[config.mk]
export PLATFORM = sky130hd
export DESIGN_NAME = msb_first_bit_packer_unit_flat
export DESIGN_NICKNAME = d
export VERILOG_FILES = /design/src/rtl/core/mfbp_pkg.sv /design/src/rtl/core/mfbp_if.sv /design/src/rtl/core/mfbp_front.sv /design/src/rtl/core/mfbp_queue.sv /design/src/rtl/core/mfbp_back.sv /design/src/rtl/core/msb_first_bit_packer_unit.sv /design/src/flat_wrapper.sv
export SDC_FILE = /design/constraint.sdc
export NUM_CORES = 1
export LEC_CHECK = 0
export BUFFER_PORTS_ARGS = -buffer_cell sky130_fd_sc_hd__buf_2
export CORE_ASPECT_RATIO = 0.6
export CORE_UTILIZATION = 30
export DETAILED_ROUTE_END_ITERATION = 7
export GPL_ROUTABILITY_DRIVEN = 0
export SLEW_MARGIN = 10
export SYNTH_ARGS = -nofsm -noshare
export SYNTH_HDL_FRONTEND = slang
export SYNTH_SLANG_ARGS = --single-unit
[constraint.sdc]
create_clock -name i_clk -period 8.6 [get_ports i_clk]
set_input_delay 1.72 -clock i_clk [delete_from_list [all_inputs] [get_ports i_clk]]
set_output_delay 1.72 -clock i_clk [all_outputs]
set_load 0.05 [all_outputs]
[src/rtl/core/mfbp_pkg.sv]
// Shared constants and types for the MSB-first bit packer.
// No dependencies; every other file depends on this package.
package mfbp_pkg;

    localparam int MAX_FIELD_BITS = 64;
    localparam int BYTE_BITS      = 8;
    localparam int VAL_W          = 64;
    localparam int CNT_W          = 7;
    localparam int PEND_W         = BYTE_BITS - 1;
    localparam int PCNT_W         = 3;
    localparam int COMB_W         = MAX_FIELD_BITS + PEND_W;
    localparam int MAX_BYTES      = (MAX_FIELD_BITS + PEND_W) / BYTE_BITS;
    localparam int DATA_W         = MAX_BYTES * BYTE_BITS;
    localparam int NB_W           = $clog2(MAX_BYTES + 1);
    localparam int IDX_W          = (MAX_BYTES > 1) ? $clog2(MAX_BYTES) : 1;
    localparam int QUEUE_DEPTH    = 2;
    localparam int QPTR_W         = 1;
    localparam int QCNT_W         = 2;

    typedef enum logic {
        CMD_PUSH  = 1'b0,
        CMD_FLUSH = 1'b1
    } t_cmd;

    // One queued job: the finished bytes, right-aligned, earliest byte highest.
    typedef struct packed {
        logic [DATA_W-1:0] data;
        logic [NB_W-1:0]   nbytes;
    } t_entry;

endpackage

[src/rtl/core/mfbp_if.sv]
// Valid/ready channel interfaces for the bit packer input and output.
// Depends on mfbp_pkg.
interface mfbp_in_if;
    logic                       valid;
    logic                       ready;
    logic                       cmd;
    logic [mfbp_pkg::VAL_W-1:0] field_value;
    logic [mfbp_pkg::CNT_W-1:0] bit_count;

    modport source (output valid, output cmd, output field_value, output bit_count,
                    input ready);
    modport sink   (input valid, input cmd, input field_value, input bit_count,
                    output ready);
endinterface

interface mfbp_out_if;
    logic       valid;
    logic       ready;
    logic [7:0] out_byte;
    logic       last_of_run;

    modport source (output valid, output out_byte, output last_of_run, input ready);
    modport sink   (input valid, input out_byte, input last_of_run, output ready);
endinterface

[src/rtl/core/mfbp_front.sv]
// Front end: accepts transactions, merges them with the pending bits and
// hands each run of completed bytes to the queue. Depends on mfbp_pkg, mfbp_if.
module mfbp_front (
    input  logic                 i_clk,
    input  logic                 i_rst_n,
    mfbp_in_if.sink              i_in_ch,
    input  logic                 i_q_full,
    output logic                 o_q_wr,
    output mfbp_pkg::t_entry     o_q_entry
);
    import mfbp_pkg::*;

    logic [PEND_W-1:0] r_pend_bits, n_pend_bits;
    logic [PCNT_W-1:0] r_pend_cnt,  n_pend_cnt;

    logic              accept;
    logic [CNT_W-1:0]  sat_cnt;
    logic [VAL_W-1:0]  val_masked;
    logic [COMB_W-1:0] comb;
    logic [CNT_W-1:0]  total;
    logic [PCNT_W-1:0] rem;
    logic [BYTE_BITS-1:0] flush_byte;

    assign i_in_ch.ready = !i_q_full;
    assign accept = i_in_ch.valid && !i_q_full;

    always_comb begin
        sat_cnt = (i_in_ch.bit_count > CNT_W'(MAX_FIELD_BITS))
                  ? CNT_W'(MAX_FIELD_BITS) : i_in_ch.bit_count;
        // a shift of 64 or more clears the word, so a full count keeps every bit
        val_masked = i_in_ch.field_value & ~({VAL_W{1'b1}} << sat_cnt);
        comb  = ({{(COMB_W-PEND_W){1'b0}}, r_pend_bits} << sat_cnt)
                | COMB_W'(val_masked);
        total = CNT_W'(r_pend_cnt) + sat_cnt;
        rem   = total[PCNT_W-1:0];
        flush_byte = BYTE_BITS'({1'b0, r_pend_bits}
                     << (4'(BYTE_BITS) - {1'b0, r_pend_cnt}));

        n_pend_bits = r_pend_bits;
        n_pend_cnt  = r_pend_cnt;
        o_q_wr      = 1'b0;
        o_q_entry.data   = DATA_W'(comb >> rem);
        o_q_entry.nbytes = NB_W'(total >> PCNT_W);

        if (i_in_ch.cmd == CMD_FLUSH) begin
            o_q_entry.data   = DATA_W'(flush_byte);
            o_q_entry.nbytes = NB_W'(r_pend_cnt != '0);
            if (accept) begin
                o_q_wr      = (r_pend_cnt != '0);
                n_pend_bits = '0;
                n_pend_cnt  = '0;
            end
        end else if (accept) begin
            o_q_wr      = (o_q_entry.nbytes != '0);
            n_pend_bits = comb[PEND_W-1:0] & ~({PEND_W{1'b1}} << rem);
            n_pend_cnt  = rem;
        end
    end

    always_ff @(posedge i_clk) begin
        if (!i_rst_n) begin
            r_pend_bits <= '0;
            r_pend_cnt  <= '0;
        end else begin
            r_pend_bits <= n_pend_bits;
            r_pend_cnt  <= n_pend_cnt;
        end
    end

endmodule

[src/rtl/core/mfbp_queue.sv]
// Two-entry job queue between the front and back ends.
// Depends on mfbp_pkg.
module mfbp_queue (
    input  logic             i_clk,
    input  logic             i_rst_n,
    input  logic             i_wr,
    input  mfbp_pkg::t_entry i_wr_entry,
    output logic             o_full,
    input  logic             i_pop,
    output logic             o_rd_valid,
    output mfbp_pkg::t_entry o_rd_entry
);
    import mfbp_pkg::*;

    t_entry            r_mem [QUEUE_DEPTH];
    logic [QPTR_W-1:0] r_wr_ptr, r_rd_ptr;
    logic [QCNT_W-1:0] r_count;

    assign o_full     = (r_count == QCNT_W'(QUEUE_DEPTH));
    assign o_rd_valid = (r_count != '0);
    assign o_rd_entry = r_mem[r_rd_ptr];

    always_ff @(posedge i_clk) begin
        if (i_wr) begin
            r_mem[r_wr_ptr] <= i_wr_entry;
        end
    end

    always_ff @(posedge i_clk) begin
        if (!i_rst_n) begin
            r_wr_ptr <= '0;
            r_rd_ptr <= '0;
            r_count  <= '0;
        end else begin
            if (i_wr) begin
                r_wr_ptr <= r_wr_ptr + 1'b1;
            end
            if (i_pop) begin
                r_rd_ptr <= r_rd_ptr + 1'b1;
            end
            case ({i_wr, i_pop})
                2'b10:   r_count <= r_count + 1'b1;
                2'b01:   r_count <= r_count - 1'b1;
                default: r_count <= r_count;
            endcase
        end
    end

endmodule

[src/rtl/core/mfbp_back.sv]
// Back end: walks a queued job into the output register, one byte per cycle
// while it is free, and marks each job's final byte. Depends on mfbp_pkg, mfbp_if.
module mfbp_back (
    input  logic             i_clk,
    input  logic             i_rst_n,
    input  logic             i_rd_valid,
    input  mfbp_pkg::t_entry i_rd_entry,
    output logic             o_pop,
    mfbp_out_if.source       o_out_ch
);
    import mfbp_pkg::*;

    logic [DATA_W-1:0]    r_data;
    logic [IDX_W-1:0]     r_idx;
    logic                 r_busy;
    logic                 r_out_valid;
    logic [BYTE_BITS-1:0] r_out_byte;
    logic                 r_out_last;

    logic out_free;
    logic advance;

    assign out_free = !r_out_valid || o_out_ch.ready;
    assign advance  = r_busy && out_free;
    assign o_pop    = i_rd_valid && (!r_busy || (advance && r_idx == '0));

    assign o_out_ch.valid       = r_out_valid;
    assign o_out_ch.out_byte    = r_out_byte;
    assign o_out_ch.last_of_run = r_out_last;

    always_ff @(posedge i_clk) begin
        if (advance) begin
            r_out_byte <= r_data[BYTE_BITS*r_idx +: BYTE_BITS];
            r_out_last <= (r_idx == '0);
        end
        if (o_pop) begin
            r_data <= i_rd_entry.data;
            r_idx  <= IDX_W'(i_rd_entry.nbytes - 1'b1);
        end else if (advance) begin
            r_idx  <= r_idx - 1'b1;
        end
    end

    always_ff @(posedge i_clk) begin
        if (!i_rst_n) begin
            r_busy      <= 1'b0;
            r_out_valid <= 1'b0;
        end else begin
            if (o_pop) begin
                r_busy <= 1'b1;
            end else if (advance && r_idx == '0) begin
                r_busy <= 1'b0;
            end
            if (advance) begin
                r_out_valid <= 1'b1;
            end else if (o_out_ch.ready) begin
                r_out_valid <= 1'b0;
            end
        end
    end

endmodule

[src/rtl/core/msb_first_bit_packer_unit.sv]
// MSB-first bit packer: appends 0..64-bit fields to a byte stream, earliest
// bit in bit 7, and emits a zero-padded partial byte on flush; the last byte
// caused by each input transaction carries last_of_run. The front end takes
// one transaction per cycle while its two-entry queue has room; a transaction
// that completes N bytes (0..8) then holds the back end while they go out one
// byte per cycle through the registered output while the output is ready, so
// sustained throughput is set by the single-byte output channel.
// Depends on mfbp_pkg, mfbp_if, mfbp_front, mfbp_queue, mfbp_back.
module msb_first_bit_packer_unit (
    input  logic        i_clk,
    input  logic        i_rst_n,
    mfbp_in_if.sink     i_in_ch,
    mfbp_out_if.source  o_out_ch
);
    import mfbp_pkg::*;

    logic   q_wr;
    logic   q_full;
    logic   q_pop;
    logic   q_rd_valid;
    t_entry q_wr_entry;
    t_entry q_rd_entry;

    mfbp_front u_front (
        .i_clk     (i_clk),
        .i_rst_n   (i_rst_n),
        .i_in_ch   (i_in_ch),
        .i_q_full  (q_full),
        .o_q_wr    (q_wr),
        .o_q_entry (q_wr_entry)
    );

    mfbp_queue u_queue (
        .i_clk      (i_clk),
        .i_rst_n    (i_rst_n),
        .i_wr       (q_wr),
        .i_wr_entry (q_wr_entry),
        .o_full     (q_full),
        .i_pop      (q_pop),
        .o_rd_valid (q_rd_valid),
        .o_rd_entry (q_rd_entry)
    );

    mfbp_back u_back (
        .i_clk      (i_clk),
        .i_rst_n    (i_rst_n),
        .i_rd_valid (q_rd_valid),
        .i_rd_entry (q_rd_entry),
        .o_pop      (q_pop),
        .o_out_ch   (o_out_ch)
    );

endmodule

[src/flat_wrapper.sv]
// flat-port wrapper written by rule: the top's interface ports become plain ports
module msb_first_bit_packer_unit_flat import mfbp_pkg::*;
  (i_clk, i_rst_n, i_in_ch_valid, i_in_ch_cmd, i_in_ch_field_value, i_in_ch_bit_count, i_in_ch_ready, o_out_ch_valid, o_out_ch_out_byte, o_out_ch_last_of_run, o_out_ch_ready);
  mfbp_in_if i_in_ch_i ();
  mfbp_out_if o_out_ch_i ();
  input  logic i_clk;
  input  logic i_rst_n;
  input wire logic [$bits(i_in_ch_i.valid)-1:0] i_in_ch_valid;
  input wire logic [$bits(i_in_ch_i.cmd)-1:0] i_in_ch_cmd;
  input wire logic [$bits(i_in_ch_i.field_value)-1:0] i_in_ch_field_value;
  input wire logic [$bits(i_in_ch_i.bit_count)-1:0] i_in_ch_bit_count;
  output wire logic [$bits(i_in_ch_i.ready)-1:0] i_in_ch_ready;
  output wire logic [$bits(o_out_ch_i.valid)-1:0] o_out_ch_valid;
  output wire logic [$bits(o_out_ch_i.out_byte)-1:0] o_out_ch_out_byte;
  output wire logic [$bits(o_out_ch_i.last_of_run)-1:0] o_out_ch_last_of_run;
  input wire logic [$bits(o_out_ch_i.ready)-1:0] o_out_ch_ready;
  assign i_in_ch_i.valid = i_in_ch_valid;
  assign i_in_ch_i.cmd = i_in_ch_cmd;
  assign i_in_ch_i.field_value = i_in_ch_field_value;
  assign i_in_ch_i.bit_count = i_in_ch_bit_count;
  assign i_in_ch_ready = i_in_ch_i.ready;
  assign o_out_ch_valid = o_out_ch_i.valid;
  assign o_out_ch_out_byte = o_out_ch_i.out_byte;
  assign o_out_ch_last_of_run = o_out_ch_i.last_of_run;
  assign o_out_ch_i.ready = o_out_ch_ready;
  msb_first_bit_packer_unit u_core (.i_clk(i_clk), .i_rst_n(i_rst_n), .i_in_ch(i_in_ch_i), .o_out_ch(o_out_ch_i));
endmodule
==> Word level (Yosys, flattened, before mapping) <==
Memory sizes are Yosys's and may differ from the RTL's. A register that Yosys moved wholly into a read port is not among the register bits.
Index checks and enable logic that the tools add are counted.
{ "word_totals": {"word_cells": 74, "memories": 1, "ff_bits": 92, "ram_bits": 136, "out_inout_bits": 11} }
{ "classes": {"reduce_logical": 17, "n_addsub": 8, "n_bitwise": 5, "muxes": 22, "n_shift": 6, "n_eq_ne": 3, "order_cmp": 1} }
{ "memory_table": {"columns": ["memory", "depth", "word_bits", "rd", "rd_clocked_by_memory_dff", "write_ports", "line_no", "text"], "rows": [
  ["u_core.u_queue.r_mem", 2, 68, 1, 1, 1, "mfbp_queue.sv:15", "t_entry r_mem [QUEUE_DEPTH];"]
]} }
{ "op_table": {"columns": ["operator", "n"], "rows": [
  ["bitwise OR 71 x 64 -> 71 bit", 1],
  ["left shift 7 x 7 -> 71 bit", 1],
  ["right shift 71 x 3 -> 64 bit", 1],
  ["2-to-1 mux 68 bit", 1],
  ["bitwise AND 64 bit", 1],
  ["inverter 64 bit", 1],
  ["variable part select 64 x 7 -> 8 bit", 1],
  ["left shift 64 x 7 -> 64 bit (first input constant)", 1],
  ["2-to-1 mux 7 bit", 4],
  ["2-to-1 mux 3 bit", 5],
  ["2-to-1 mux 1 bit", 11],
  ["nonzero test 2 bit", 5],
  ["left shift 7 x 4 -> 8 bit", 1],
  ["adder 3 x 7 -> 7 bit", 1],
  ["bitwise AND 7 bit", 1],
  ["greater-than comparator 7 bit (second input constant)", 1],
  ["inverter 7 bit", 1],
  ["left shift 7 x 3 -> 7 bit (first input constant)", 1],
  ["subtractor 3 x 1 -> 3 bit (second input constant)", 2],
  ["== test 2 bit (second input constant)", 2],
  ["logical AND 1 bit", 4],
  ["one-hot mux 2 bit (2 select lines)", 1],
  ["nonzero test 4 bit", 1],
  ["subtractor 4 x 3 -> 4 bit (first input constant)", 1],
  ["other kinds (8)", 12]
]} }

==> Longest topological paths before layout <==
{ "depth": {"word_depth": 9, "depth_mapped": 12, "mapped_depth_nobuf": 11} }

==> Hierarchy <==
Synthesis repeated with hierarchy kept, for this count alone.
{ "hier_totals": {"hier_cells": 1231, "hier_area_um2": 13970.9} }
{ "modules_own_cells": {"columns": ["module", "cells_per_inst", "instances", "area_per_inst_um2"], "rows": [
  ["mfbp_front", 870, 1, 5826.8],
  ["mfbp_queue", 234, 1, 5127.4],
  ["mfbp_back", 127, 1, 3016.6]
]} }

==> Least setup slack after synthesis <==
OpenSTA, ideal clock, no wires.
{ "synth_timing": {"path_kind": "input port to flip-flop", "from": "input i_in_ch_bit_count[6]", "to": "memory u_core.u_queue.r_mem[0][0] (netlist name) (enable)", "arrival_time_ns": 6.029, "t_required_ns": 8.106, "slack_ns": 2.077, "cell_stages": 9, "cell_sequence": "and2b_4 buf_6 xnor2_1 ha_1 a221oi_1 or3_1 a21oi_1 o31ai_1 nor2_1"} }
{ "synth_between": {"elab_chain_cells": 8} }
{ "synth_rtl": {"columns": ["item", "line_no", "text"], "rows": [
  ["from (decl)", "flat_wrapper.sv:11", "input wire logic [$bits(i_in_ch_i.bit_count)-1:0] i_in_ch_bit_count;"],
  ["greater-than comparator 7 bit", "mfbp_front.sv:28", "sat_cnt = (i_in_ch.bit_count > CNT_W'(MAX_FIELD_BITS))"],
  ["2-to-1 mux 7 bit (*)", "mfbp_front.sv:29", "? CNT_W'(MAX_FIELD_BITS) : i_in_ch.bit_count;"],
  ["adder 3 x 7 -> 7 bit (*)", "mfbp_front.sv:34", "total = CNT_W'(r_pend_cnt) + sat_cnt;"],
  ["nonzero test 4 bit (*)", "mfbp_front.sv:54", "o_q_wr = (o_q_entry.nbytes != '0);"],
  ["2-to-1 mux 1 bit (*)", "mfbp_front.sv:53", "end else if (accept) begin"],
  ["2-to-1 mux 1 bit (*)", "mfbp_front.sv:45", "if (i_in_ch.cmd == CMD_FLUSH) begin"],
  ["2-to-1 mux 1 bit (*)", "mfbp_queue.sv:24", "if (i_wr) begin"],
  ["2-to-1 mux 1 bit (not written as such) (*)", "mfbp_queue.sv:25", "r_mem[r_wr_ptr] <= i_wr_entry;"],
  ["to (decl)", "mfbp_queue.sv:15", null]
]} }
Mark *: on every way between the ends. The rest lies on a longest branch, timed or not.

==> impl_results.md <==
* Root Buffer: clkbuf_16
* Worst-skew pair later-pin latency at 0.52 ns
* TritonCTS clock tree: done
* Total power at roughly 0.004 W
* PwrDens at 257 nW/um^2
* Hold depth at 1
* Port Buffers at 86
* Max Cap Viol at 0
* Final Max Slew Viols at 0
* #FFs+latches synth at ~230
* Postcts setup bufs at 0
* Crit end category: flip-flop
* Area Growth Syn to Fin at 11.7%
* Starting density of the core at a little under a third
* Drt wl/cell at between 20 and 30 microns
* Initial DRC Count at 2312
* Endpoints failing setup at 0
* F_max at just under 0.2 GHz
* Longest Clk Path Bufs at 3
* HP Start: u_core.u_back.r_busy
* Final Net Count at around 1300
* CP Launch Type: primary input
* Worst VDD drop at roughly 0.14 mV
* First-pass GRT wire length at 70800 microns
* Area leader, netlist: edfxtp_1
* Min-Delay Endpoint: u_core.u_back.o_out_ch.valid
* CTS hold repair buffers at 0
* Proportion of layout cells with a drive suffix above 1 at between 20% and 30%
* Tot GR Track Use at approximately a fifth
* Final min period at roughly 5.2 ns
* Worst Tran Pin Value at roughly 1.3 ns
* R2r startpoint: u_core.u_front.r_pend_cnt[0]
* Failing checks: design-rule violations
* Worst hold margin at approximately 0.51 ns
* Hold/Removal Path Class: flip-flop to flip-flop
* H-Tree Depth at 1
* Largest net degree at the start of global routing at 72
* Mapped Nets at ~1300
* Clk slew on worst S/H paths at 0.07 ns
* Vias in the first global route at roughly 11000
* Post-Synthesis Cells at around 1200
* Sequential-to-total area share from yosys stat at roughly half
* Core area at roughly 45000 sq um
* Hpwl dp at around 36000 microns
* Sum of negative setup slack at 0 ns
* Top FF cell, synth: edfxtp_1
* Unrepaired setup endpoints after global routing: false
* Routed Antenna Nets at 0
* Die area at 47000 sq um
* Crit path max fanout at 35
* Ranking of synthesized cells by area: edfxtp_1, mux2_2, mux2i_1
* R2R Setup Slk at 4.16 ns
* Reg2Reg Depth at 8
* Post-synth cell types at roughly 100
* Num CTS Buffers at 21
* Initial antenna violation count at 2
* Ports at 87
* FF-to-FF End: u_core.u_queue.r_mem[1][41]
* DR vias/cell at just over 6
* Top-count cell post-synth: edfxtp_1
* Synthesized area at around 14000 sq um
* Via count at between 10000 and 15000
* Syn_area_per_cell at between 10 and 15 sq um
* YS warnings at 0
* CP Class: primary input to flip-flop
* Die width at 279 microns
* Top-area cell type share of the netlist area at between 40% and 50%
* CTS Sinks at roughly 230
* Commonest cells post-synth: edfxtp_1, mux2_2, nand2_1, a21oi_1, nor2_1
* Post-synth EDFFs at 210
* Row count at 60
* Antenna cells at 0
* Die height at around 170 microns
* Worst path arrival time at 5.48 ns
* Cts repair resizes at 0
* Period utilisation layout at between 60% and 70%
* Pre-Repair DR Iteration Count at 8
* Final hold vios at 0
* Status: finished with violations
* DRC at 39
* WP data required at ~8.9 ns
* Fin util at between 30% and 40%
* Final Skew at between 0.02 and 0.025 ns
* Async SR Flop Fraction at 0%
* Leak Pwr at 5.28 nW
* Max_slew headroom at 9.77%
* Drt total wl at slightly below 50000 microns
* Grt ovf at 0
[through the flow]
| stage | setup WS (ns) | area (sq um) | instances |
|---|---|---|---|
| 6_report | 3.44 | 15500 | 1902 |
| 5_1_grt | 3.40 | 15500 | 1902 |
| 4_1_cts | 3.70 | 15500 | 1902 |
| 3_5_place_dp | 3.21 | 14700 | 1865 |
| 3_3_place_gp | 3.19 | 14700 | 1865 |
| 2_1_floorplan | 2.08 | 13800 | 1246 |
[layout make-up]
cell class	count	area, sq um
well taps	620	776
multi-input cells	893	6660
repair buffers	108	596
clock buffers	23	533
inverters	17	63.8
fillers	4511	29700
flip-flops and latches	227	6650
clock inverters	14	181
[metal layers]
| layer | share of wire [%] | global-route usage (%) | routed length (microns) |
|---|---|---|---|
| met1 | 46 | 31.1 | 22200 |
| met2 | 36 | 25.2 | 17700 |
| met3 | 15 | 9.05 | 7490 |
| met4 | 1.9 | 2.39 | 926 |
| met5 | 0.50 | 3.28 | 244 |
[cell families after synthesis]
family,count (synthesis),synth area share [%]
buf+inv,126,4.19
flops,227,48.0
simple gates,294,10.8
xor+xnor,10,0.796
fa+ha+maj,5,0.452
compound gates,415,21.1
mux,169,14.7
[worst max path at each step]
| stage | startpoint | endpoint | slack (ns) | cells past startpoint |
|---|---|---|---|---|
| after floorplan | i_in_ch_bit_count[6] | u_core.u_queue.r_mem[0][0] | 2.08 | 9 |
| after global placement | i_in_ch_bit_count[6] | u_core.u_queue.r_count[1] | 3.19 | 12 |
| after detailed placement | i_in_ch_bit_count[1] | u_core.u_queue.r_mem[0][57] | 3.21 | 10 |
| after CTS | i_in_ch_bit_count[6] | u_core.u_queue.r_count[1] | 3.70 | 12 |
| after global routing | i_in_ch_bit_count[0] | u_core.u_queue.r_mem[0][59] | 3.40 | 10 |
| final | i_in_ch_bit_count[1] | u_core.u_queue.r_mem[1][41] | 3.44 | 9 |
[power by group]
group / internal, W / switching, W
Sequential: 0.00160 / 0.000127
Combinational: 0.000466 / 0.000784
Clock: 0.000574 / 0.000425
Total: 0.00264 / 0.00134
[critical path: stages]
cell and delay [ns]:
buf_2 0.59, and2b_4 0.48, xnor2_1 0.11, ha_1 0.39, inv_2 0.09, nand2_1 0.36, nor2_1 1.16, a22oi_1 0.32
o21ai_0 0.22
[flip-flops by register name, indices dropped and copies added (netlist names), named ones only]
name                                cells
u_core.u_front.r_pend_bits              7
u_core.u_back.r_busy                    1
u_core.u_queue.r_mem                  134
u_core.u_front.r_pend_cnt               3
u_core.u_back.o_out_ch.valid            1
u_core.u_back.r_data                   64
u_core.u_queue.r_rd_ptr                 1
u_core.u_back.o_out_ch.last_of_run      1
u_core.u_back.r_idx                     3
u_core.u_queue.r_wr_ptr                 1
u_core.u_back.o_out_ch.out_byte         8
u_core.u_queue.r_count                  2
[cell usage in the layout, fill, tap and decap left out, types with 11 or more instances in the layout]
master,instances
edfxtp_1,210
buf_2,86
mux2_2,85
nand2_1,80
a21oi_1,76
nor2_1,71
o21ai_0,70
mux2i_1,65
nor3_1,35
a211oi_1,31
o22ai_1,31
a22oi_1,29
buf_4,22
a221oi_1,21
clkbuf_16,21
mux4_2,18
dfxtp_1,16
nor2b_1,15
a31oi_1,15
inv_1,14
o31ai_1,14
nand3_1,13
and2_1,12
o21a_1,12
nor4_1,11
No activity file was read; power rests on OpenSTA's default activity.
